<file path="config.mk">
export PLATFORM = sky130hd
export DESIGN_NAME = sd_spi_init_sequencer_flat
export DESIGN_NICKNAME = d
export VERILOG_FILES = /design/src/rtl/ssis_pkg.sv /design/src/rtl/ssis_if.sv /design/src/rtl/sd_spi_init_sequencer.sv /design/src/rtl/ssis_front.sv /design/src/rtl/ssis_back.sv /design/src/flat_wrapper.sv
export SDC_FILE = /design/constraint.sdc
export NUM_CORES = 1
export LEC_CHECK = 0
export BUFFER_PORTS_ARGS = -buffer_cell sky130_fd_sc_hd__buf_2
export CAP_MARGIN = 20
export CORE_MARGIN = 2
export CORE_UTILIZATION = 35
export DETAILED_ROUTE_END_ITERATION = 7
export PLACE_DENSITY = 0.6
export SLEW_MARGIN = 0
export SYNTH_ARGS = -nofsm -noshare
export SYNTH_HDL_FRONTEND = slang
export SYNTH_HIERARCHICAL = 1
export SYNTH_SLANG_ARGS = --single-unit
</file>
<file path="constraint.sdc">
create_clock -name clk -period 6.1 [get_ports clk]
set_input_delay 0.305 -clock clk [delete_from_list [all_inputs] [get_ports clk]]
set_output_delay 0.305 -clock clk [all_outputs]
set_load 0.02 [all_outputs]
</file>
<file path="src/rtl/ssis_pkg.sv">
package ssis_pkg;

  typedef enum logic [4:0] {
    PH_IDLE, PH_WAIT_POWER, PH_DUMMY,
    PH_CMD0_TX, PH_CMD0_RESP,
    PH_CMD8_TX, PH_CMD8_RESP, PH_CMD8_R7,
    PH_OCR1_TX, PH_OCR1_RESP, PH_OCR1_R7,
    PH_CMD55_TX, PH_CMD55_RESP,
    PH_ACMD41_TX, PH_ACMD41_RESP, PH_WAIT_OPCOND,
    PH_OCR2_TX, PH_OCR2_RESP, PH_OCR2_R7,
    PH_DONE, PH_ABORT
  } phase_t;

  typedef enum logic [1:0] {
    CMD_START = 2'd0,
    CMD_BYTE  = 2'd1,
    CMD_DELAY = 2'd2,
    CMD_NONE  = 2'd3
  } command_t;

  typedef enum logic [2:0] {
    REG_DUMMY   = 3'd0,
    REG_IFCOND  = 3'd1,
    REG_OPCOND  = 3'd2,
    REG_VMASK   = 3'd3,
    REG_POLLLIM = 3'd4
  } reg_idx_t;

  typedef enum logic [1:0] {
    DLY_NONE  = 2'd0,
    DLY_SHORT = 2'd1,
    DLY_LONG  = 2'd2
  } delay_t;

  localparam int QueueDepth = 2;

  localparam logic [5:0] IDX_CMD0   = 6'd0;
  localparam logic [5:0] IDX_CMD8   = 6'd8;
  localparam logic [5:0] IDX_CMD55  = 6'd55;
  localparam logic [5:0] IDX_ACMD41 = 6'd41;
  localparam logic [5:0] IDX_CMD58  = 6'd58;
  localparam logic [7:0] CmdPrefix  = 8'h40;
  localparam logic [7:0] IdleByte   = 8'hFF;
  localparam logic [7:0] R1Idle     = 8'h01;
  localparam logic [7:0] R1Ready    = 8'h00;

  // Classified item passed from the front part to the back part.
  typedef struct packed {
    logic       start;
    logic       is_byte;
    logic       is_delay;
    logic [7:0] rx_byte;
  } op_t;

  typedef struct packed {
    logic        tx_valid;
    logic [7:0]  tx_byte;
    logic        select_active;
    logic [1:0]  delay_request;
    logic        sequence_done;
    logic        aborted;
    logic        reset_ok;
    logic        if_cond_ok;
    logic        voltage_ok;
    logic        response_timeout;
    logic [31:0] ocr_value;
  } result_t;

  // Serial CRC7 (x^7 + x^3 + 1), eight bits per call.
  function automatic logic [6:0] crc7_byte(input logic [6:0] crc, input logic [7:0] b);
    logic [6:0] c;
    logic       fb;
    c = crc;
    for (int i = 7; i >= 0; i--) begin
      fb = b[i] ^ c[6];
      c = {c[5:0], 1'b0};
      if (fb) c = c ^ 7'h09;
    end
    return c;
  endfunction

endpackage

</file>
<file path="src/rtl/ssis_if.sv">
interface ssis_in_if;
  logic       valid;
  logic       ready;
  logic [1:0] command;
  logic [7:0] rx_byte;
  modport source (output valid, command, rx_byte, input ready);
  modport sink (input valid, command, rx_byte, output ready);
endinterface

interface ssis_out_if;
  logic        valid;
  logic        ready;
  logic        tx_valid;
  logic [7:0]  tx_byte;
  logic        select_active;
  logic [1:0]  delay_request;
  logic        sequence_done;
  logic        aborted;
  logic        reset_ok;
  logic        if_cond_ok;
  logic        voltage_ok;
  logic        response_timeout;
  logic [31:0] ocr_value;
  modport source (output valid, tx_valid, tx_byte, select_active, delay_request,
                  sequence_done, aborted, reset_ok, if_cond_ok, voltage_ok,
                  response_timeout, ocr_value, input ready);
  modport sink (input valid, tx_valid, tx_byte, select_active, delay_request,
                sequence_done, aborted, reset_ok, if_cond_ok, voltage_ok,
                response_timeout, ocr_value, output ready);
endinterface

interface ssis_cfg_if;
  logic        valid;
  logic        ready;
  logic [2:0]  index;
  logic [31:0] data;
  modport source (output valid, index, data, input ready);
  modport sink (input valid, index, data, output ready);
endinterface

</file>
<file path="src/rtl/sd_spi_init_sequencer.sv">
// SD card SPI-mode power-up sequencer.
// in channel: command (start, byte exchanged, delay elapsed) plus the MISO
//   byte of the last exchange. out channel: one item per input item saying
//   which byte to exchange next (with chip select), which wait to time, and
//   the sticky outcome flags and final OCR.
// cfg channel: register index 0..4 and data, always ready; write only while
//   the block is idle.
// Throughput: one item per cycle while the receiver takes results. Order: an
//   accepted item is first written into the input queue, then the sequencing
//   step updates the phase, counters and CRC7 (one byte folded per item) and
//   registers the result in the output register.
// The two-entry input queue and the output register let the input side keep
//   going while the receiver stalls; when both fill, in_ready drops.
// Reset: phase idle, flags and OCR cleared, registers to their defaults
//   (10 dummy bytes, CMD8 arg 0x1AA, ACMD41 arg 0x40000000, mask 0x00380000,
//   poll limit 255). A start item restarts the sequence at any time.
module sd_spi_init_sequencer #(
  parameter int QDepth = ssis_pkg::QueueDepth
) (
  input logic   clk,
  input logic   rst_n,
  ssis_in_if.sink    in_ch,
  ssis_out_if.source out_ch,
  ssis_cfg_if.sink   cfg_ch
);
  import ssis_pkg::*;

  logic        q_valid, q_ready;
  op_t         q_op;
  result_t     res;
  logic        res_valid;
  logic [7:0]  dummy_r;
  logic [31:0] ifc_r, opc_r, vmask_r;
  logic [15:0] plim_r;

  assign cfg_ch.ready = 1'b1;

  always_ff @(posedge clk) begin
    if (!rst_n) begin
      dummy_r <= 8'd10;
      ifc_r   <= 32'h0000_01AA;
      opc_r   <= 32'h4000_0000;
      vmask_r <= 32'h0038_0000;
      plim_r  <= 16'd255;
    end else if (cfg_ch.valid) begin
      case (reg_idx_t'(cfg_ch.index))
        REG_DUMMY:   dummy_r <= cfg_ch.data[7:0];
        REG_IFCOND:  ifc_r   <= cfg_ch.data;
        REG_OPCOND:  opc_r   <= cfg_ch.data;
        REG_VMASK:   vmask_r <= cfg_ch.data;
        REG_POLLLIM: plim_r  <= cfg_ch.data[15:0];
        default: ;
      endcase
    end
  end

  ssis_front #(.Depth(QDepth)) u_front (
    .clk, .rst_n,
    .in_valid(in_ch.valid), .in_ready(in_ch.ready),
    .in_command(in_ch.command), .in_rx_byte(in_ch.rx_byte),
    .q_valid, .q_ready, .q_op
  );

  ssis_back u_back (
    .clk, .rst_n, .q_valid, .q_ready, .q_op,
    .init_dummy_bytes(dummy_r), .if_cond_argument(ifc_r),
    .op_cond_argument(opc_r), .voltage_window_mask(vmask_r),
    .response_poll_limit(plim_r),
    .res_valid, .res_ready(out_ch.ready), .res
  );

  assign out_ch.valid            = res_valid;
  assign out_ch.tx_valid         = res.tx_valid;
  assign out_ch.tx_byte          = res.tx_byte;
  assign out_ch.select_active    = res.select_active;
  assign out_ch.delay_request    = res.delay_request;
  assign out_ch.sequence_done    = res.sequence_done;
  assign out_ch.aborted          = res.aborted;
  assign out_ch.reset_ok         = res.reset_ok;
  assign out_ch.if_cond_ok       = res.if_cond_ok;
  assign out_ch.voltage_ok       = res.voltage_ok;
  assign out_ch.response_timeout = res.response_timeout;
  assign out_ch.ocr_value        = res.ocr_value;

  a_abort_done: assert property (@(posedge clk) disable iff (!rst_n)
    out_ch.valid && out_ch.aborted |-> out_ch.sequence_done) else $error("abort without done");
  a_tx_idle: assert property (@(posedge clk) disable iff (!rst_n)
    out_ch.valid && !out_ch.tx_valid |-> out_ch.tx_byte == 8'd0 && !out_ch.select_active)
    else $error("tx byte without exchange");
  a_out_hold: assert property (@(posedge clk) disable iff (!rst_n)
    out_ch.valid && !out_ch.ready |=> out_ch.valid && $stable(out_ch.ocr_value))
    else $error("result lost under stall");

endmodule

</file>
<file path="src/rtl/ssis_front.sv">
module ssis_front #(
  parameter int Depth = ssis_pkg::QueueDepth
) (
  input  logic            clk,
  input  logic            rst_n,
  input  logic            in_valid,
  output logic            in_ready,
  input  logic [1:0]      in_command,
  input  logic [7:0]      in_rx_byte,
  output logic            q_valid,
  input  logic            q_ready,
  output ssis_pkg::op_t   q_op
);
  import ssis_pkg::*;

  localparam int AW = (Depth > 1) ? $clog2(Depth) : 1;

  op_t            mem_r [Depth];
  logic [AW-1:0]  wp_r, wp_nxt, rp_r, rp_nxt;
  logic [AW:0]    cnt_r, cnt_nxt;
  op_t            op_new;
  logic           push, pop;

  always_comb begin
    op_new.start    = (command_t'(in_command) == CMD_START);
    op_new.is_byte  = (command_t'(in_command) == CMD_BYTE);
    op_new.is_delay = (command_t'(in_command) == CMD_DELAY);
    op_new.rx_byte  = in_rx_byte;
  end

  assign in_ready = (cnt_r != (AW+1)'(Depth));
  assign q_valid  = (cnt_r != '0);
  assign q_op     = mem_r[rp_r];
  assign push     = in_valid && in_ready;
  assign pop      = q_valid && q_ready;

  always_comb begin
    wp_nxt  = push ? ((wp_r == AW'(Depth - 1)) ? '0 : wp_r + 1'b1) : wp_r;
    rp_nxt  = pop ? ((rp_r == AW'(Depth - 1)) ? '0 : rp_r + 1'b1) : rp_r;
    cnt_nxt = cnt_r + (AW+1)'(push) - (AW+1)'(pop);
  end

  always_ff @(posedge clk) begin
    if (!rst_n) begin
      wp_r  <= '0;
      rp_r  <= '0;
      cnt_r <= '0;
    end else begin
      wp_r  <= wp_nxt;
      rp_r  <= rp_nxt;
      cnt_r <= cnt_nxt;
    end
    if (push) mem_r[wp_r] <= op_new;
  end

endmodule

</file>
<file path="src/rtl/ssis_back.sv">
module ssis_back (
  input  logic              clk,
  input  logic              rst_n,
  input  logic              q_valid,
  output logic              q_ready,
  input  ssis_pkg::op_t     q_op,
  input  logic [7:0]        init_dummy_bytes,
  input  logic [31:0]       if_cond_argument,
  input  logic [31:0]       op_cond_argument,
  input  logic [31:0]       voltage_window_mask,
  input  logic [15:0]       response_poll_limit,
  output logic              res_valid,
  input  logic              res_ready,
  output ssis_pkg::result_t res
);
  import ssis_pkg::*;

  phase_t      ph_r, ph_nxt;
  logic [7:0]  bc_r, bc_nxt;
  logic [39:0] frame_r, frame_nxt;
  logic [6:0]  crc_r, crc_nxt;
  logic [31:0] word_r, word_nxt;
  logic [15:0] poll_r, poll_nxt;
  logic        f_rst_r, f_rst_nxt, f_ifc_r, f_ifc_nxt;
  logic        f_volt_r, f_volt_nxt, f_to_r, f_to_nxt;
  logic [31:0] ocr_r, ocr_nxt;
  logic        res_valid_r;
  result_t     res_r, res_nxt;
  logic        take;
  logic [7:0]  r;
  logic        got_resp;
  logic [7:0]  bc_inc;
  logic [15:0] poll_inc;
  logic [31:0] word_sh;

  // Output register frees as the sink takes the previous item.
  assign q_ready   = !res_valid_r || res_ready;
  assign take      = q_valid && q_ready;
  assign res_valid = res_valid_r;
  assign res       = res_r;

  // The CRC is kept per byte: it is folded over the frame as it goes out.
  always_comb begin
    ph_nxt     = ph_r;
    bc_nxt     = bc_r;
    frame_nxt  = frame_r;
    crc_nxt    = crc_r;
    word_nxt   = word_r;
    poll_nxt   = poll_r;
    f_rst_nxt  = f_rst_r;
    f_ifc_nxt  = f_ifc_r;
    f_volt_nxt = f_volt_r;
    f_to_nxt   = f_to_r;
    ocr_nxt    = ocr_r;
    bc_inc     = bc_r + 8'd1;
    poll_inc   = poll_r + 16'd1;
    word_sh    = {word_r[23:0], q_op.rx_byte};
    got_resp   = 1'b0;
    r          = q_op.rx_byte;

    if (q_op.start) begin
      f_rst_nxt = 1'b0; f_ifc_nxt = 1'b0; f_volt_nxt = 1'b0; f_to_nxt = 1'b0;
      ocr_nxt = '0; word_nxt = '0; poll_nxt = '0; bc_nxt = '0;
      ph_nxt = PH_WAIT_POWER;
    end else if (q_op.is_byte) begin
      case (ph_r)
        PH_DUMMY: begin
          bc_nxt = bc_inc;
          if (bc_inc >= init_dummy_bytes || bc_inc == 8'd0) begin
            frame_nxt = {CmdPrefix | {2'b00, IDX_CMD0}, 32'd0};
            crc_nxt = '0; bc_nxt = '0; ph_nxt = PH_CMD0_TX;
          end
        end
        PH_CMD0_TX, PH_CMD8_TX, PH_OCR1_TX, PH_CMD55_TX, PH_ACMD41_TX, PH_OCR2_TX: begin
          bc_nxt = bc_inc;
          if (bc_r < 8'd5) crc_nxt = crc7_byte(crc_r, frame_r[39:32]);
          frame_nxt = {frame_r[31:0], 8'h00};
          if (bc_inc >= 8'd6) begin
            poll_nxt = '0;
            ph_nxt = phase_t'(ph_r + 5'd1);
          end
        end
        PH_CMD0_RESP, PH_CMD8_RESP, PH_OCR1_RESP, PH_CMD55_RESP, PH_ACMD41_RESP,
        PH_OCR2_RESP: begin
          if (r != IdleByte) begin
            got_resp = 1'b1;
          end else begin
            poll_nxt = poll_inc;
            if (poll_inc >= response_poll_limit) begin
              f_to_nxt = 1'b1;
              got_resp = 1'b1;
            end
          end
        end
        PH_CMD8_R7, PH_OCR1_R7, PH_OCR2_R7: begin
          word_nxt = word_sh;
          bc_nxt = bc_inc;
          if (bc_inc >= 8'd4) begin
            case (ph_r)
              PH_CMD8_R7: begin
                if (word_sh == if_cond_argument) f_ifc_nxt = 1'b1;
                frame_nxt = {CmdPrefix | {2'b00, IDX_CMD58}, 32'd0};
                crc_nxt = '0; bc_nxt = '0; ph_nxt = PH_OCR1_TX;
              end
              PH_OCR1_R7: begin
                if (word_sh != '0 && (word_sh & voltage_window_mask) == voltage_window_mask)
                  f_volt_nxt = 1'b1;
                frame_nxt = {CmdPrefix | {2'b00, IDX_CMD55}, 32'd0};
                crc_nxt = '0; bc_nxt = '0; ph_nxt = PH_CMD55_TX;
              end
              default: begin
                ocr_nxt = word_sh; ph_nxt = PH_DONE;
              end
            endcase
          end
        end
        default: ;
      endcase

      if (got_resp) begin
        case (ph_r)
          PH_CMD0_RESP: begin
            if (r == R1Idle) f_rst_nxt = 1'b1;
            frame_nxt = {CmdPrefix | {2'b00, IDX_CMD8}, if_cond_argument};
            crc_nxt = '0; bc_nxt = '0; ph_nxt = PH_CMD8_TX;
          end
          PH_CMD8_RESP: begin
            if (r == R1Idle) begin
              word_nxt = '0; bc_nxt = '0; ph_nxt = PH_CMD8_R7;
            end else begin
              frame_nxt = {CmdPrefix | {2'b00, IDX_CMD58}, 32'd0};
              crc_nxt = '0; bc_nxt = '0; ph_nxt = PH_OCR1_TX;
            end
          end
          PH_OCR1_RESP: begin
            if (r == R1Idle) begin
              word_nxt = '0; bc_nxt = '0; ph_nxt = PH_OCR1_R7;
            end else begin
              frame_nxt = {CmdPrefix | {2'b00, IDX_CMD55}, 32'd0};
              crc_nxt = '0; bc_nxt = '0; ph_nxt = PH_CMD55_TX;
            end
          end
          PH_CMD55_RESP: begin
            if (r == R1Ready || r == R1Idle) begin
              frame_nxt = {CmdPrefix | {2'b00, IDX_ACMD41}, op_cond_argument};
              crc_nxt = '0; bc_nxt = '0; ph_nxt = PH_ACMD41_TX;
            end else begin
              ph_nxt = PH_ABORT;
            end
          end
          PH_ACMD41_RESP: begin
            word_nxt = {24'd0, r}; ph_nxt = PH_WAIT_OPCOND;
          end
          PH_OCR2_RESP: begin
            if (r == R1Ready || r == R1Idle) begin
              word_nxt = '0; bc_nxt = '0; ph_nxt = PH_OCR2_R7;
            end else begin
              ocr_nxt = '0; ph_nxt = PH_DONE;
            end
          end
          default: ;
        endcase
      end
    end else if (q_op.is_delay) begin
      case (ph_r)
        PH_WAIT_POWER: begin
          bc_nxt = '0; ph_nxt = PH_DUMMY;
        end
        PH_WAIT_OPCOND: begin
          crc_nxt = '0; bc_nxt = '0;
          if (word_r == '0) begin
            frame_nxt = {CmdPrefix | {2'b00, IDX_CMD58}, 32'd0};
            ph_nxt = PH_OCR2_TX;
          end else begin
            frame_nxt = {CmdPrefix | {2'b00, IDX_CMD55}, 32'd0};
            ph_nxt = PH_CMD55_TX;
          end
        end
        default: ;
      endcase
    end
  end

  // Result from the state after this item.
  always_comb begin
    res_nxt = '0;
    case (ph_nxt)
      PH_IDLE: ;
      PH_WAIT_POWER: res_nxt.delay_request = DLY_SHORT;
      PH_WAIT_OPCOND: res_nxt.delay_request = DLY_LONG;
      PH_DUMMY: begin
        res_nxt.tx_valid = 1'b1; res_nxt.tx_byte = IdleByte;
      end
      PH_CMD0_TX, PH_CMD8_TX, PH_OCR1_TX, PH_CMD55_TX, PH_ACMD41_TX, PH_OCR2_TX: begin
        res_nxt.tx_valid = 1'b1; res_nxt.select_active = 1'b1;
        if (bc_nxt < 8'd5) res_nxt.tx_byte = frame_nxt[39:32];
        else res_nxt.tx_byte = {crc_nxt, 1'b1};
      end
      PH_DONE: res_nxt.sequence_done = 1'b1;
      PH_ABORT: begin
        res_nxt.sequence_done = 1'b1; res_nxt.aborted = 1'b1;
      end
      default: begin
        res_nxt.tx_valid = 1'b1; res_nxt.tx_byte = IdleByte; res_nxt.select_active = 1'b1;
      end
    endcase
    res_nxt.reset_ok         = f_rst_nxt;
    res_nxt.if_cond_ok       = f_ifc_nxt;
    res_nxt.voltage_ok       = f_volt_nxt;
    res_nxt.response_timeout = f_to_nxt;
    res_nxt.ocr_value        = ocr_nxt;
  end

  always_ff @(posedge clk) begin
    if (!rst_n) begin
      ph_r <= PH_IDLE; bc_r <= '0; frame_r <= '0; crc_r <= '0; word_r <= '0;
      poll_r <= '0; f_rst_r <= 1'b0; f_ifc_r <= 1'b0; f_volt_r <= 1'b0;
      f_to_r <= 1'b0; ocr_r <= '0; res_valid_r <= 1'b0;
    end else begin
      if (take) begin
        ph_r <= ph_nxt; bc_r <= bc_nxt; frame_r <= frame_nxt; crc_r <= crc_nxt;
        word_r <= word_nxt; poll_r <= poll_nxt; f_rst_r <= f_rst_nxt;
        f_ifc_r <= f_ifc_nxt; f_volt_r <= f_volt_nxt; f_to_r <= f_to_nxt;
        ocr_r <= ocr_nxt;
      end
      if (take) res_valid_r <= 1'b1;
      else if (res_ready) res_valid_r <= 1'b0;
    end
    if (take) res_r <= res_nxt;
  end

endmodule
</file>
<file path="src/flat_wrapper.sv">
// flat-port wrapper written by rule: the top's interface ports become plain ports
module sd_spi_init_sequencer_flat import ssis_pkg::*;
#(
  parameter int QDepth = ssis_pkg::QueueDepth
)
  (clk, rst_n, in_ch_valid, in_ch_command, in_ch_rx_byte, in_ch_ready, out_ch_valid, out_ch_tx_valid, out_ch_tx_byte, out_ch_select_active, out_ch_delay_request, out_ch_sequence_done, out_ch_aborted, out_ch_reset_ok, out_ch_if_cond_ok, out_ch_voltage_ok, out_ch_response_timeout, out_ch_ocr_value, out_ch_ready, cfg_ch_valid, cfg_ch_index, cfg_ch_data, cfg_ch_ready);
  ssis_in_if in_ch_i ();
  ssis_out_if out_ch_i ();
  ssis_cfg_if cfg_ch_i ();
  input logic clk;
  input logic rst_n;
  input wire logic [$bits(in_ch_i.valid)-1:0] in_ch_valid;
  input wire logic [$bits(in_ch_i.command)-1:0] in_ch_command;
  input wire logic [$bits(in_ch_i.rx_byte)-1:0] in_ch_rx_byte;
  output wire logic [$bits(in_ch_i.ready)-1:0] in_ch_ready;
  output wire logic [$bits(out_ch_i.valid)-1:0] out_ch_valid;
  output wire logic [$bits(out_ch_i.tx_valid)-1:0] out_ch_tx_valid;
  output wire logic [$bits(out_ch_i.tx_byte)-1:0] out_ch_tx_byte;
  output wire logic [$bits(out_ch_i.select_active)-1:0] out_ch_select_active;
  output wire logic [$bits(out_ch_i.delay_request)-1:0] out_ch_delay_request;
  output wire logic [$bits(out_ch_i.sequence_done)-1:0] out_ch_sequence_done;
  output wire logic [$bits(out_ch_i.aborted)-1:0] out_ch_aborted;
  output wire logic [$bits(out_ch_i.reset_ok)-1:0] out_ch_reset_ok;
  output wire logic [$bits(out_ch_i.if_cond_ok)-1:0] out_ch_if_cond_ok;
  output wire logic [$bits(out_ch_i.voltage_ok)-1:0] out_ch_voltage_ok;
  output wire logic [$bits(out_ch_i.response_timeout)-1:0] out_ch_response_timeout;
  output wire logic [$bits(out_ch_i.ocr_value)-1:0] out_ch_ocr_value;
  input wire logic [$bits(out_ch_i.ready)-1:0] out_ch_ready;
  input wire logic [$bits(cfg_ch_i.valid)-1:0] cfg_ch_valid;
  input wire logic [$bits(cfg_ch_i.index)-1:0] cfg_ch_index;
  input wire logic [$bits(cfg_ch_i.data)-1:0] cfg_ch_data;
  output wire logic [$bits(cfg_ch_i.ready)-1:0] cfg_ch_ready;
  assign in_ch_i.valid = in_ch_valid;
  assign in_ch_i.command = in_ch_command;
  assign in_ch_i.rx_byte = in_ch_rx_byte;
  assign in_ch_ready = in_ch_i.ready;
  assign out_ch_valid = out_ch_i.valid;
  assign out_ch_tx_valid = out_ch_i.tx_valid;
  assign out_ch_tx_byte = out_ch_i.tx_byte;
  assign out_ch_select_active = out_ch_i.select_active;
  assign out_ch_delay_request = out_ch_i.delay_request;
  assign out_ch_sequence_done = out_ch_i.sequence_done;
  assign out_ch_aborted = out_ch_i.aborted;
  assign out_ch_reset_ok = out_ch_i.reset_ok;
  assign out_ch_if_cond_ok = out_ch_i.if_cond_ok;
  assign out_ch_voltage_ok = out_ch_i.voltage_ok;
  assign out_ch_response_timeout = out_ch_i.response_timeout;
  assign out_ch_ocr_value = out_ch_i.ocr_value;
  assign out_ch_i.ready = out_ch_ready;
  assign cfg_ch_i.valid = cfg_ch_valid;
  assign cfg_ch_i.index = cfg_ch_index;
  assign cfg_ch_i.data = cfg_ch_data;
  assign cfg_ch_ready = cfg_ch_i.ready;
  sd_spi_init_sequencer #(.QDepth(QDepth)) u_core (.clk(clk), .rst_n(rst_n), .in_ch(in_ch_i), .out_ch(out_ch_i), .cfg_ch(cfg_ch_i));
endmodule
</file>
## After elaboration in Yosys (flattened, before gate mapping)

Memory sizes are Yosys's and may differ from the RTL's. A register that Yosys moved wholly into a read port is not among the register bits.
Cells that the tools add are included.

- Output and inout port bits: 53
- Input bits: 50
- Register bits: 319
- Logic and storage cells: 297
- Memories kept: 1
- RAM bits: 22

- Bitwise gates (word level): 18
- Order comparisons: 6
- Reductions and logical operators: 40
- Equal/unequal tests: 42
- Add/subtract/negate cells: 7
- Multiplexer cells: 151

Memories:

| name | words | width | read ports | clocked after Yosys merged registers in | wr ports | line | RTL |
|---|---|---|---|---|---|---|---|
| u_core.u_front.mem_r | 2 | 11 | 1 | 1 | 1 | ssis_front.sv:18 | `op_t mem_r [Depth];` |

Operator list:

| cell | count |
|---|---|
| 2-to-1 mux 32 bit | 14 |
| 2-to-1 mux 40 bit | 10 |
| 2-to-1 mux 7 bit | 39 |
| case mux 40 bit (4 select lines) | 1 |
| case mux 40 bit (3 select lines) | 1 |
| case mux 32 bit (3 select lines) | 1 |
| 2-to-1 mux 8 bit | 10 |
| case mux 40 bit (2 select lines) | 1 |
| equality test 32 bit | 2 |
| 2-to-1 mux 16 bit | 4 |
| equality test 5 x 4 -> 1 bit, second input constant | 12 |
| 2-to-1 mux 5 bit | 9 |
| case mux 7 bit (3 select lines) | 2 |
| 2-to-1 mux 1 bit | 40 |
| 2-to-1 mux 36 bit | 1 |
| 2-to-1 mux 4 bit | 9 |
| bitwise AND 32 bit | 1 |
| logical NOT 32 bit | 1 |
| case mux 16 bit (2 select lines) | 1 |
| nonzero test 32 bit | 1 |
| equality test 5 bit, second input constant | 6 |
| case mux 5 bit (6 select lines) | 1 |
| equality test 5 x 3 -> 1 bit, second input constant | 5 |
| case mux 8 bit (3 select lines) | 1 |
| 45 further kinds | 91 |

## Logic depth before layout (Yosys ltp)

- Word-level depth: 53
- Gate-level depth with buffers: 21

## Modules after synthesis

The synthesis kept the hierarchy.

Modules (own cells, without submodules):

| module | times used | seq. area each (sq um) | area an instance (sq um) | cells an instance |
|---|---|---|---|---|
| ssis_back | 1 | 4404.2 | 11499.8 | 1402 |
| sd_spi_init_sequencer | 1 | 2402.3 | 4571.9 | 448 |
| ssis_front | 1 | 760.7 | 1066.0 | 67 |

## Worst setup path before layout

Ideal clock, no wire load.

- Path kind: register -> register
- From: register u_core.u_back.poll_r[0]
- To: register u_core.u_back.res_r (netlist bit u_core/u_back/res[41]) (data pin)
- Slack: 1.204 ns
- Buffers on the path: 0
- Cell stages (with the launch flop): 21
- Setup time: 0.276 ns
- Arrival: 4.619 ns
- Cell sequence: dfxtp_1 > and3_1 > and3_1 > and3_1 > and3_1 > and3_1 > and3_1 > nand3_1 > xnor2_1 > ha_1 > nand2_1 > o21ai_0 > nor3_1 > a21oi_4 > nor2_2 > or4_1 > a311o_1 > or4_4 > a21oi_2 > o21bai_4 > a31oi_1

RTL lines:

| item | line | RTL |
|---|---|---|
| start: declaration | ssis_back.sv:23 | `logic [15:0] poll_r, poll_nxt;` |
| start signal: assignment | ssis_back.sv:222 | `word_r <= word_nxt; poll_r <= poll_nxt; f_rst_r <= f_rst_nxt;` |
| end signal: assignment | ssis_back.sv:229 | `if (take) res_r <= res_nxt;` |
| end: declaration | ssis_back.sv:28 | `result_t res_r, res_nxt;` |

==> results_dict.tcl <==
set metrics [dict create \
    maxSlewViolCount 0 \
    port_buffers 101 \
    period_minus_slack_ps 5438 \
    grt.overflow.total 0 \
    crit-reg2reg-launch "u_core/u_back/poll_r[0]" \
    worst-endpoint-arrival_ps 5740 \
    cts-htree-levels 2 \
    synth-async-reset-ratio_pct 0 \
    first_pass_iters 7 \
    syn_avg_cell_area_um2 8.940 \
    fin_nets 2050 \
    clock_tree.root_cell "sky130_fd_sc_hd__clkbuf_16" \
    synth_area_leader_cell "sky130_fd_sc_hd__dfxtp_1" \
    placement.cell_area_mm2 0.01810 \
    p_leak_nw 7.716 \
    timing.rr.end "u_core/u_back/res[44]" \
    drt_iter0_drc 1678 \
    area_delta_synth_final_pct 14.35 \
    top_level_ports 103 \
    yosys.cell_types.count 98 \
    timing.hold.worst.class "input port to flip-flop" \
    yosysMostFrequentCell "sky130_fd_sc_hd__nor2_1" \
    syn_area_mm2 0.01714 \
    timing.max_slew.rel_slack_pct 31.74 \
    post_synth_main_area_contributors "sky130_fd_sc_hd__dfxtp_1 (32%), sky130_fd_sc_hd__edfxtp_1 (13%), sky130_fd_sc_hd__mux2i_1 (7.1%), sky130_fd_sc_hd__nor2_1 (6.0%), sky130_fd_sc_hd__nand2_1 (4.5%)" \
    max_cap_violations 0 \
    cts_resized 0 \
    pwr-share-seq_pct 35.7 \
    cp_data_required_time_ps 6400 \
    timing.final.setup_violations 0 \
    route.detailed.drc 0 \
    n_fill_cell 4813 \
    synth_ff_type "sky130_fd_sc_hd__dfxtp_1" \
    die_x_um 225.3 \
    number_of_instances_in_the_synthesized_netlist 1917 \
    wl_per_cell_um 20.38 \
    ys.warnings.count 6 \
    worstHoldStart "cfg_ch_data[8]" \
    timing.hold.worst_endpoint "u_core/ifc_r[8]" \
    r2r_cells 20 \
    outcome "finished clean" \
    worst_pin_slew_ps 1024 \
    power.combinational.fraction_pct 34.9 \
    timing.clock.skew_ps 19.32 \
    grt_pass1_wl_um 82610 \
    fin_tns_setup_ps 0 \
    total_routing_resource_utilization_after_global_routing_pct 20.88 \
    worstSetupEndpointType "flip-flop" \
    power.net_switching_mw 3.240 \
    grt_max_degree 145 \
    synth_seq_area_share_pct 44.16 \
    stdcell_area_mm2 0.01960 \
    dieHeight_um 225.3 \
    syn-num-nets 2000 \
    initial_utilization_pct 35.23 \
    routabilityCongestion 0.9210 \
    ctsLongestPathBuffers 3 \
    dp.final_hpwl_um 36900 \
    vdd.ir_drop.worst_v 0.0002307 \
    p_clk_share_pct 29.4 \
    drtAntennaViolNets 0 \
    power-per-cell-area_mw_per_mm2 435.3 \
    detail_route.vias_per_cell 5.624 \
    synth-edff-count 72 \
    design.die.area_mm2 0.05075 \
    number_of_synthesized_register_bits 342 \
    tritoncts_clock_tree "built" \
    cts_buffers 40 \
    final_critical_path_setup_slack_ps 661.8 \
    number_of_global_route_vias_before_repair 14200 \
    intPower_mw 5.290 \
    grt_antenna_before_repair 1 \
    worst_setup_hold_path_clk_slew_ps 60 \
    placement_rows 81 \
    route.final.wire_length_um 53370 \
    antenna-diode-count 0 \
    grt_setup_unrepaired "no" \
    vias 14730 \
    post-synth-top-area-fraction_pct 31.54 \
    number_of_setup_buffers_added_after_cts 0 \
    finalPower_mw 8.530 \
    core_mm2 0.04865 \
    switching_share_pct 37.98 \
    drive_above_1_share_pct 13.07 \
    holdBufCountCts 8 \
    cp_max_fo 10 \
    hold-path-cell-count 3 \
    r2r_slack_ps 660 \
    report.final.hold_viol_count 0 \
    timing_worst_setup_path_type "flip-flop to flip-flop" \
    maxClockFrequency_ghz 0.1839 \
    synth.top_cells.by_count "sky130_fd_sc_hd__nor2_1 (273), sky130_fd_sc_hd__dfxtp_1 (270), sky130_fd_sc_hd__nand2_1 (206)" \
    place_worst_setup_slack_ps 682.5 \
    clk-insertion-delay-late_ps 570 \
    setup.worst_path.start_class "flip-flop" \
    min_period_over_period_pct 89.15 \
    cts_num_sinks 342 \
]
## power by group through the flow
stage	registers [mW]	clock network (mW)	logic (mW)
4_1_cts	3.05	2.57	2.93
5_1_grt	3.09	2.65	3.25
6_report	3.05	2.51	2.97
3_5_place_dp	3.10	0	2.91
3_3_place_gp	3.09	0	2.88
2_1_floorplan	3.19	0	1.93
## area by class of cell
type	count	area [um2]	area share, %
inverter	75	286.5	1.462
sequential	342	7567	38.61
tap	622	778.2	3.971
timing repair buffer	133	800.8	4.086
clock inverter	15	188.9	0.9641
multi-input combinational	1375	8777	44.79
clock buffer	57	1199	6.116
## sequential cells by signal, indices dropped and copies added (netlist names), 2 cells and up, named ones only
name / flops
u_core/dummy_r: 8
u_core/u_back/ocr_r: 32
u_core/u_back/res: 50
u_core/u_front/cnt_r: 2
u_core/u_back/crc_r: 7
u_core/u_back/bc_r: 8
u_core/plim_r: 16
u_core/u_front/mem_r: 22
u_core/opc_r: 32
u_core/vmask_r: 32
u_core/u_back/ph_r: 5
u_core/u_back/poll_r: 16
u_core/ifc_r: 32
u_core/u_back/word_r: 32
u_core/u_back/frame_r: 40
## worst max-delay path, cell delays in order (launching register included)
cell and delay (ps):
sky130_fd_sc_hd__dfxtp_1 390, sky130_fd_sc_hd__and3_1 250, sky130_fd_sc_hd__and3_1 250, sky130_fd_sc_hd__and3_1 240, sky130_fd_sc_hd__and3_1 250, sky130_fd_sc_hd__and3_1 250
sky130_fd_sc_hd__and3_1 250, sky130_fd_sc_hd__nand3_1 110, sky130_fd_sc_hd__xnor2_1 190, sky130_fd_sc_hd__ha_1 270, sky130_fd_sc_hd__a21oi_1 140, sky130_fd_sc_hd__o21ai_0 120
sky130_fd_sc_hd__nor3_1 380, sky130_fd_sc_hd__a21oi_4 160, sky130_fd_sc_hd__o21ai_2 380, sky130_fd_sc_hd__a21oi_1 130, sky130_fd_sc_hd__a211o_1 430, sky130_fd_sc_hd__or4_4 560
sky130_fd_sc_hd__a21oi_2 160, sky130_fd_sc_hd__o21bai_4 200, sky130_fd_sc_hd__a21oi_1 80
## placed cells by master, fill, tap and decap left out, types with 15 or more instances in the layout
cell                          n
sky130_fd_sc_hd__a211oi_1    18
sky130_fd_sc_hd__edfxtp_1    72
sky130_fd_sc_hd__a21oi_1    105
sky130_fd_sc_hd__and3_1      21
sky130_fd_sc_hd__mux2i_1    122
sky130_fd_sc_hd__buf_4       23
sky130_fd_sc_hd__mux2_2      16
sky130_fd_sc_hd__a22oi_1     46
sky130_fd_sc_hd__nand3_1     18
sky130_fd_sc_hd__nor2b_1     39
sky130_fd_sc_hd__a22o_1      34
sky130_fd_sc_hd__a222oi_1    24
sky130_fd_sc_hd__dfxtp_1    270
sky130_fd_sc_hd__ha_1        33
sky130_fd_sc_hd__inv_1       71
sky130_fd_sc_hd__o21ai_0     40
sky130_fd_sc_hd__clkbuf_16   43
sky130_fd_sc_hd__buf_2      100
sky130_fd_sc_hd__nor3_1      55
sky130_fd_sc_hd__nor2_1     272
sky130_fd_sc_hd__nand2_1    205
sky130_fd_sc_hd__xnor2_1     40
sky130_fd_sc_hd__xor2_1      32
sky130_fd_sc_hd__nand4_1     15
sky130_fd_sc_hd__nand3b_1    15
sky130_fd_sc_hd__nor4_1      17
## per-layer routing
layer	wire [um]	global-route usage, %	vias up
met4	1265	5.683	2
met1	24210	29.15	7116
met5	7	0	-
li1	-	-	6954
met3	3932	4.029	95
met2	23960	32.90	562
## worst max-delay path by stage
stage                                       start                     to  cells past startpoint
final                     u_core/u_back/poll_r[0]  u_core/u_back/res[44]                     20
after floorplan           u_core/u_back/poll_r[0]  u_core/u_back/res[41]                     20
after global routing      u_core/u_back/poll_r[2]  u_core/u_back/res[42]                     20
after detailed placement  u_core/u_back/poll_r[0]  u_core/u_back/res[45]                     20
after CTS                 u_core/u_back/poll_r[0]  u_core/u_back/res[44]                     20
after global placement    u_core/u_back/poll_r[0]  u_core/u_back/res[42]                     20
## logic make-up after synthesis
group	share of synthesized area, %
AO/OA/AOI/OAI	16.32
XOR/XNOR	3.680
adder cells (fa/ha/maj)	2.409
buffers and inverters	4.855
flip-flops	44.16
multiplexers	8.257
other	0.02188
AND/OR/NAND/NOR	20.30
## metrics by stage
| step | std cells | hold WS, ps | util (%) |
|---|---|---|---|
| 3_5_place_dp | 2538 | 447.3 | 37.21 |
| 2_1_floorplan | 1917 | 403.9 | - |
| 6_report | 2619 | 16.47 | 40.29 |
| 4_1_cts | 2618 | 0.3116 | 40.23 |
| 5_1_grt | 2619 | 27.12 | 40.29 |
| 3_3_place_gp | 2538 | 443.7 | 37.21 |
(Power assumes the default switching activity.)
